==> config.mk <==
export PLATFORM = sky130hd
export DESIGN_NAME = dmrs_symbol_position_gen_flat
export DESIGN_NICKNAME = d
export VERILOG_FILES = /design/src/rtl/core/dmrs_spg_pkg.sv /design/src/rtl/core/dmrs_spg_if.sv /design/src/rtl/core/dmrs_spg_calc.sv /design/src/rtl/core/dmrs_symbol_position_gen.sv /design/src/flat_wrapper.sv
export SDC_FILE = /design/constraint.sdc
export NUM_CORES = 1
export LEC_CHECK = 0
export ABC_AREA = 1
export BUFFER_PORTS_ARGS = -buffer_cell sky130_fd_sc_hd__buf_2
export CAP_MARGIN = 30
export CORE_MARGIN = 2
export CORE_UTILIZATION = 54
export DETAILED_ROUTE_END_ITERATION = 10
export PLACE_DENSITY = 0.82
export SLEW_MARGIN = 20
export SYNTH_ARGS = -nofsm -noshare
export SYNTH_HDL_FRONTEND = slang
export SYNTH_SLANG_ARGS = --single-unit
==> constraint.sdc <==
create_clock -name clock -period 2.3 [get_ports clock]
set_input_delay 0.46 -clock clock [delete_from_list [all_inputs] [get_ports clock]]
set_output_delay 0.46 -clock clock [all_outputs]
set_load 0.01 [all_outputs]
==> src/rtl/core/dmrs_spg_pkg.sv <==
// Shared types, constants and the extra-position tables for the DMRS symbol
// position generator. No dependencies.
package dmrs_spg_pkg;

   localparam int SLOT_SYMBOLS = 14;
   localparam int SYM_W        = SLOT_SYMBOLS;
   localparam int LEN_W        = 4;
   localparam int POS_W        = 4;
   localparam int ADD_W        = 2;
   localparam int COND_W       = 4;
   localparam int HOP_W        = LEN_W - 1;

   localparam logic [LEN_W-1:0] MIN_LEN      = LEN_W'(4);
   localparam logic [LEN_W-1:0] TAB_ROWS     = LEN_W'(11);
   localparam logic [HOP_W-1:0] HOP_MIN      = HOP_W'(4);
   localparam logic [HOP_W-1:0] HOP_EXT      = HOP_W'(5);
   localparam logic [HOP_W-1:0] HOP_FAR      = HOP_W'(7);
   localparam logic [POS_W-1:0] FAR_OFFSET   = POS_W'(6);
   localparam logic [POS_W-1:0] HOP2_EXT_SYM = POS_W'(4);
   localparam logic [POS_W-1:0] L0_LOW       = POS_W'(2);
   localparam logic [POS_W-1:0] L0_HIGH      = POS_W'(3);

   localparam logic MAP_TYPE_A = 1'b0;
   localparam logic MAP_TYPE_B = 1'b1;

   localparam logic STATUS_OK  = 1'b0;
   localparam logic STATUS_BAD = 1'b1;

   localparam logic [ADD_W-1:0] ADD_POS_0 = ADD_W'(0);
   localparam logic [ADD_W-1:0] ADD_POS_1 = ADD_W'(1);
   localparam logic [ADD_W-1:0] ADD_POS_2 = ADD_W'(2);
   localparam logic [ADD_W-1:0] ADD_POS_3 = ADD_W'(3);

   typedef struct packed {
      logic             map_kind;
      logic [LEN_W-1:0] alloc_len;
      logic [POS_W-1:0] first_pos;
      logic [ADD_W-1:0] add_pos;
      logic             double_sym;
      logic             hopping;
   } req_type;

   typedef struct packed {
      logic              status;
      logic [SYM_W-1:0]  hop1_mask;
      logic [SYM_W-1:0]  hop2_mask;
      logic [COND_W-1:0] cond_mask;
   } rsp_type;

   // extra positions for lengths 4..14 (row = length - 4)
   function automatic logic [SYM_W-1:0] extra_lookup(
      input logic             kind,
      input logic [LEN_W-1:0] row,
      input logic [ADD_W-1:0] ap
   );
      logic [SYM_W-1:0] v1;
      logic [SYM_W-1:0] v2;
      logic [SYM_W-1:0] v3;
      logic [SYM_W-1:0] res;
      v1 = '0;
      v2 = '0;
      v3 = '0;
      if (kind == MAP_TYPE_A) begin
         unique case (row) inside
            4'd4, 4'd5: begin
               v1 = SYM_W'(14'h080); v2 = SYM_W'(14'h080); v3 = SYM_W'(14'h080);
            end
            4'd6, 4'd7: begin
               v1 = SYM_W'(14'h200); v2 = SYM_W'(14'h240); v3 = SYM_W'(14'h240);
            end
            4'd8: begin
               v1 = SYM_W'(14'h200); v2 = SYM_W'(14'h240); v3 = SYM_W'(14'h920);
            end
            4'd9, 4'd10: begin
               v1 = SYM_W'(14'h800); v2 = SYM_W'(14'h880); v3 = SYM_W'(14'h920);
            end
            default: begin
               v1 = '0; v2 = '0; v3 = '0;
            end
         endcase
      end else begin
         unique case (row) inside
            4'd1, 4'd2, 4'd3: begin
               v1 = SYM_W'(14'h010); v2 = SYM_W'(14'h010); v3 = SYM_W'(14'h010);
            end
            4'd4, 4'd5: begin
               v1 = SYM_W'(14'h040); v2 = SYM_W'(14'h048); v3 = SYM_W'(14'h048);
            end
            4'd6, 4'd7: begin
               v1 = SYM_W'(14'h100); v2 = SYM_W'(14'h110); v3 = SYM_W'(14'h248);
            end
            4'd8, 4'd9, 4'd10: begin
               v1 = SYM_W'(14'h400); v2 = SYM_W'(14'h420); v3 = SYM_W'(14'h248);
            end
            default: begin
               v1 = '0; v2 = '0; v3 = '0;
            end
         endcase
      end
      unique case (ap)
         ADD_POS_1: res = v1;
         ADD_POS_2: res = v2;
         ADD_POS_3: res = v3;
         default:   res = '0;
      endcase
      return res;
   endfunction

endpackage

==> src/rtl/core/dmrs_spg_if.sv <==
// Valid/ready channel interfaces for the request and result sides.
// Depends on dmrs_spg_pkg for the payload types.
interface dmrs_spg_req_if import dmrs_spg_pkg::*; ();
   logic    valid;
   logic    ready;
   req_type payload;

   modport source (output valid, output payload, input ready);
   modport sink (input valid, input payload, output ready);
endinterface

interface dmrs_spg_rsp_if import dmrs_spg_pkg::*; ();
   logic    valid;
   logic    ready;
   rsp_type payload;

   modport source (output valid, output payload, input ready);
   modport sink (input valid, input payload, output ready);
endinterface

==> src/rtl/core/dmrs_spg_calc.sv <==
// Combinational DMRS mask build for one registered request.
// Depends on dmrs_spg_pkg for types, constants and the extra-position tables.
module dmrs_spg_calc import dmrs_spg_pkg::*; (
   input  req_type req_data,
   output rsp_type rsp_data
);

   logic             kind;
   logic [LEN_W-1:0] len;
   logic [ADD_W-1:0] ap;
   logic             l0_ok;
   logic [POS_W-1:0] base;
   logic [HOP_W-1:0] hop_len;
   logic [LEN_W-1:0] row;
   logic [SYM_W-1:0] base_bit;
   logic [SYM_W-1:0] m1;
   logic [SYM_W-1:0] m2;
   logic             bad;
   logic             hop_ext;
   logic [POS_W-1:0] far_pos;

   assign kind     = req_data.map_kind;
   assign len      = req_data.alloc_len;
   assign ap       = req_data.add_pos;
   assign l0_ok    = (req_data.first_pos == L0_LOW) || (req_data.first_pos == L0_HIGH);
   assign base     = (kind == MAP_TYPE_A) ? req_data.first_pos : '0;
   assign hop_len  = len[LEN_W-1:1];
   assign row      = len - MIN_LEN;
   assign base_bit = SYM_W'(1) << base;
   assign hop_ext  = (ap == ADD_POS_1) && (hop_len >= HOP_EXT);
   assign far_pos  = (hop_len >= HOP_FAR) ? (base + FAR_OFFSET) : base;

   always_comb begin
      m1  = '0;
      m2  = '0;
      bad = (len == '0) || (len > LEN_W'(SLOT_SYMBOLS)) ||
            (req_data.double_sym && (ap > ADD_POS_1));
      if (!bad) begin
         if (req_data.hopping) begin
            if ((hop_len < HOP_MIN) || ((kind == MAP_TYPE_A) && !l0_ok)) begin
               bad = 1'b1;
            end else begin
               m1 = base_bit;
               m2 = SYM_W'(1);
               if (hop_ext) begin
                  m1 = m1 | (SYM_W'(1) << far_pos);
                  m2 = m2 | (SYM_W'(1) << HOP2_EXT_SYM);
               end
            end
         end else begin
            if ((len < MIN_LEN) || ((kind == MAP_TYPE_A) && !l0_ok) || (row >= TAB_ROWS)) begin
               bad = 1'b1;
            end else begin
               m1 = base_bit | extra_lookup(kind, row, ap);
               if (req_data.double_sym) begin
                  m1 = m1 | {m1[SYM_W-2:0], 1'b0};
               end
            end
         end
      end
   end

   always_comb begin
      if (bad) begin
         rsp_data.status    = STATUS_BAD;
         rsp_data.hop1_mask = '0;
         rsp_data.hop2_mask = '0;
         rsp_data.cond_mask = '0;
      end else begin
         rsp_data.status    = STATUS_OK;
         rsp_data.hop1_mask = m1;
         rsp_data.hop2_mask = m2;
         rsp_data.cond_mask = COND_W'(1) << ap;
      end
   end

endmodule

==> src/rtl/core/dmrs_symbol_position_gen.sv <==
// DMRS symbol position generator: each request (mapping type, length, l0,
// additional position, double-symbol and hopping flags) returns the DMRS
// symbols of a 14-symbol slot as bit masks for hop 1 and hop 2, the one-hot
// additional position and a status; an invalid combination returns status 1
// with all masks zero. A request is taken every cycle while the result side
// does not stall; its result passes the input register, the table lookup and
// mask build, and the result register, and then is valid. Stalls on the
// result side back up through both registers.
// Depends on dmrs_spg_pkg, dmrs_spg_if, dmrs_spg_calc.
module dmrs_symbol_position_gen import dmrs_spg_pkg::*; (
   input  logic         clock,
   input  logic         reset,
   dmrs_spg_req_if.sink   req_ch,
   dmrs_spg_rsp_if.source rsp_ch
);

   logic    req_vld_ff;
   logic    req_vld_in;
   req_type req_data_ff;
   logic    rsp_vld_ff;
   logic    rsp_vld_in;
   rsp_type rsp_data_ff;
   rsp_type calc_data;
   logic    rsp_load;
   logic    req_load;

   dmrs_spg_calc u_calc (
      .req_data (req_data_ff),
      .rsp_data (calc_data)
   );

   assign rsp_load     = req_vld_ff && (!rsp_vld_ff || rsp_ch.ready);
   assign req_load     = req_ch.valid && req_ch.ready;
   assign req_ch.ready = !req_vld_ff || rsp_load;

   assign rsp_vld_in = rsp_load || (rsp_vld_ff && !rsp_ch.ready);
   assign req_vld_in = req_load || (req_vld_ff && !rsp_load);

   always_ff @(posedge clock) begin
      if (reset) begin
         req_vld_ff <= 1'b0;
         rsp_vld_ff <= 1'b0;
      end else begin
         req_vld_ff <= req_vld_in;
         rsp_vld_ff <= rsp_vld_in;
      end
   end

   always_ff @(posedge clock) begin
      if (req_load) begin
         req_data_ff <= req_ch.payload;
      end
      if (rsp_load) begin
         rsp_data_ff <= calc_data;
      end
   end

   assign rsp_ch.valid   = rsp_vld_ff;
   assign rsp_ch.payload = rsp_data_ff;

`ifndef ASSERT_OFF
   a_bad_zero: assert property (@(posedge clock) disable iff (reset)
      (rsp_vld_ff && rsp_data_ff.status == STATUS_BAD) |->
      (rsp_data_ff.hop1_mask == '0 && rsp_data_ff.hop2_mask == '0 &&
       rsp_data_ff.cond_mask == '0))
      else $error("invalid result carries nonzero masks");

   a_ok_cond: assert property (@(posedge clock) disable iff (reset)
      (rsp_vld_ff && rsp_data_ff.status == STATUS_OK) |->
      ($onehot(rsp_data_ff.cond_mask) && rsp_data_ff.hop1_mask != '0))
      else $error("valid result lacks cond or hop1 bits");

   a_full_block: assert property (@(posedge clock) disable iff (reset)
      (req_vld_ff && rsp_vld_ff && !rsp_ch.ready) |-> !req_ch.ready)
      else $error("request taken while pipeline full and stalled");

   a_hold_stall: assert property (@(posedge clock) disable iff (reset)
      (rsp_vld_ff && !rsp_ch.ready) |=> (rsp_vld_ff && $stable(rsp_data_ff)))
      else $error("stalled result changed");

   a_load_next: assert property (@(posedge clock) disable iff (reset)
      rsp_load |=> rsp_vld_ff)
      else $error("result register lost a loaded request");
`endif

endmodule
==> src/flat_wrapper.sv <==
// flat-port wrapper written by rule: the top's interface ports become plain ports
module dmrs_symbol_position_gen_flat import dmrs_spg_pkg::*;
  (clock, reset, req_ch_valid, req_ch_payload, req_ch_ready, rsp_ch_valid, rsp_ch_payload, rsp_ch_ready);
  dmrs_spg_req_if req_ch_i ();
  dmrs_spg_rsp_if rsp_ch_i ();
  input  logic clock;
  input  logic reset;
  input wire logic [$bits(req_ch_i.valid)-1:0] req_ch_valid;
  input wire logic [$bits(req_ch_i.payload)-1:0] req_ch_payload;
  output wire logic [$bits(req_ch_i.ready)-1:0] req_ch_ready;
  output wire logic [$bits(rsp_ch_i.valid)-1:0] rsp_ch_valid;
  output wire logic [$bits(rsp_ch_i.payload)-1:0] rsp_ch_payload;
  input wire logic [$bits(rsp_ch_i.ready)-1:0] rsp_ch_ready;
  assign req_ch_i.valid = req_ch_valid;
  assign req_ch_i.payload = req_ch_payload;
  assign req_ch_ready = req_ch_i.ready;
  assign rsp_ch_valid = rsp_ch_i.valid;
  assign rsp_ch_payload = rsp_ch_i.payload;
  assign rsp_ch_i.ready = rsp_ch_ready;
  dmrs_symbol_position_gen u_core (.clock(clock), .reset(reset), .req_ch(req_ch_i), .rsp_ch(rsp_ch_i));
endmodule
==> summary.txt <==
Status: finished, final reports clean
Critical Path Start Type: flip-flop
Post-CTS Resized: 0
Setup Buffers After CTS: 0
Crit path max-delay cell type: edfxtp_1
Wirelength, routed: 4840 µm
Critical path cell sequence: nor2_2 -> inv_2 -> ha_1 -> o21ai_2 -> inv_2 -> nor2_1 -> nand2_1 -> nand2_1 -> nand2_1 -> a21oi_1
Clk root buf: clkbuf_8
Clock power share: 29.7%
Worst hold path class: in -> reg
GRT Residual Overflow: 0
Worst EP required: 2.43 ns
Clock buffer depth: 2
Combinational Power Share: 15.8%
CP peak stage delay: 0.50 ns
Routed WL per cell: 12.4 µm
Final Hold Viols: 0
Routed vias/inst: 5.10
Switching fraction of total power: 27.3%
Post-synthesis sequential area ratio: 46.6%
EDFF count, synth: 34
Avg Inst Size Synth: 7.66 µm²
Post-synth top area cell: edfxtp_1
Total negative slack: 0 ns
Slew margin rel.: 43.6%
Capturing element type of the critical path: flip-flop
Clk_lat worst skew: 0.29 ns
Worst setup path class: reg -> reg
Power per Cell Area: 547 nW/µm²
Critical path data arrival time: 2.27 ns
I/O Buffers: 39
VDD IR max: 414 µV
Max_cap viols: 0
Layout cell share with drive strength beyond 1: 19.6%
Most used cell, CP: nand2_1
Final min period: 2.14 ns
Reg power frac: 54.6%
Clock skew: 0.00510 ns
First-pass iteration count of the detailed router: 5
Total GRT Usage: 22.3%
Via count: 1,993
Cells after Synth: 297
Initial antenna violation count: 0
Post-synth top area share: 44.9%
Slew Limit Fails: 0
Worst-path fanout max: 5
Fmax: 467 MHz
FP Rows: 23
Worst Max-Slew Pin Slew: 0.842 ns
GPL Wtd Cong: 0.942
Largest family of logic cells by synthesized area: simple AND/OR/NAND/NOR gates
Int Pwr: 1.02 mW
Largest cells by area after synthesis: edfxtp_1 45%, nand2_1 15%, nand3_1 6.8%
Sw Pwr: 383 µW
Compound-cell area share of the yosys netlist: 7.31%
Total CTS buffers: 5
CTS Sinks: 36
DIE HEIGHT: 68.9 µm
Async SR Flop Fraction: 0%
Vias in the first global route: 1,709
Most frequent cells after synthesis: 93 x nand2_1, 37 x nor2_1, 34 x edfxtp_1, 31 x inv_1, 31 x nand3_1
DP Wirelength: 3730 µm
Largest net degree at the start of global routing: 22
FF/Latch Area: 1060 µm²
Routed Antenna Nets: 0
FF+latch count, synth: 36
Top_reg_cell synth: edfxtp_1
Die ar.: 4750 µm²
CTS tree: done
Fin area: 2570 µm²
DRC Markers: 0
Cell Area, Synth: 2280 µm²
1st-iter DRT viols: 259
IO Count: 52
Placed cell areas: 2480 µm²
First-pass GRT wire length: 7560 µm
RSZ-0062 raised after global routing: false
Multi-input combinational cell area: 997 µm²
Post-Synth XOR/XNOR Area: 0%
Nets@finish: 359
Horiz. Die Dim: 68.9 µm
Static Leak: 1.24 nW
FILL cells: 374
Yosys Warn Count: 0
Tcrit/Tclk final: 93.1%
Area share of and/or/nand/nor cells after synthesis: 33.8%
Synth Area in Adders: 0.550%
Hold_buf cts: 0
Post-synth cell types: 32
Worst hold margin: 0.336 ns
Top-count cell post-synth: nand2_1
Clk slew on worst S/H paths: 0.06 ns
Initial core utilization: 56.5%
Post-synthesis mux area share: 0%
Final Setup Violations: 0
H-tree Lvls: 2
Syn-to-layout area delta: 12.8%
ANT cells: 0
Core Area: 4030 µm²
## stage by stage
stage               setup slack [ns]  util [%]  std cells  power, mW
floorplan                      0.329         -        308      0.949
global placement               0.203      61.6        383      0.994
detailed placement             0.169      61.6        383      0.996
CTS                            0.155      63.5        390       1.41
global route                0.000672      63.7        391       1.46
finish                         0.159      63.7        391       1.40
## critical path, delay by kind of cell, from the launching register on
family	cells	cell delay, ns
buffers and inverters	2	0.14
and+or+nand+nor	5	0.61
AOI/OAI and AO/OA	2	0.45
DFF	1	0.50
adders and majority gates	1	0.30
## layout make-up
| type | count | share of cell area, % |
|---|---|---|
| inverter | 36 | 5.27 |
| tap | 50 | 2.44 |
| clock buffer | 6 | 2.83 |
| sequential | 36 | 41.3 |
| multi-input combinational | 218 | 38.9 |
| timing repair buffer | 44 | 9.07 |
| clock inverter | 1 | 0.195 |
## power groups by stage
stage / clock network, mW / logic [mW] / registers, mW
2_1_floorplan: 0 / 0.167 / 0.782
3_3_place_gp: 0 / 0.215 / 0.779
3_5_place_dp: 0 / 0.217 / 0.780
4_1_cts: 0.430 / 0.218 / 0.765
5_1_grt: 0.440 / 0.248 / 0.769
6_report: 0.416 / 0.221 / 0.766
## cells by family after synthesis
| group | count (synthesis) |
|---|---|
| compound gates | 30 |
| other cells | 1 |
| flops | 36 |
| buf+inv | 54 |
| simple gates | 175 |
| fa+ha+maj | 1 |
## flip-flops by register name, indices dropped and copies added, names as in the netlist
name / flops
u_core.req_data_ff: 13
u_core.rsp_ch.valid: 1
u_core.rsp_ch.payload: 21
u_core.req_vld_ff: 1
## per-layer routing
| metal | part of all wire, % | global-route usage (%) |
|---|---|---|
| met1 | 43 | 28.2 |
| met5 | 0 | 0 |
| met4 | 1.8 | 9.56 |
| met2 | 47 | 36.4 |
| met3 | 7.6 | 5.19 |
## placed cells by master, fill, tap and decap left out
cell type,netlist,final
a21oi_1,17,16
a21oi_2,1,2
a31oi_1,1,1
buf_2,4,39
buf_4,12,4
clkbuf_1,0,1
clkbuf_4,0,1
clkbuf_8,1,5
clkinv_1,1,1
clkinv_2,0,1
conb_1,1,12
dfxtp_1,2,2
edfxtp_1,34,34
ha_1,1,1
inv_1,31,31
inv_2,4,4
nand2_1,93,93
nand2_2,1,1
nand2_4,1,1
nand3_1,31,31
nand3_2,1,1
nand4_1,2,2
nor2_1,37,37
nor2_2,1,1
nor2_4,4,4
nor3_1,1,1
nor3_2,1,1
nor3b_1,1,1
nor4_2,1,1
o21a_1,1,1
o21ai_0,6,6
o21ai_1,1,1
o21ai_2,1,1
o21bai_1,2,2
## final timing paths
check,from,end,slack (ns),cells after the start
hold / removal,reset,u_core.req_vld_ff,0.34,2
setup reg to reg,u_core.req_data_ff[12],u_core.rsp_ch.payload[22],0.16,10
hold reg to reg,u_core.req_vld_ff,u_core.rsp_ch.valid,0.50,2
setup / recovery,u_core.req_data_ff[12],u_core.rsp_ch.payload[22],0.16,10
(Power assumes the default switching activity.)
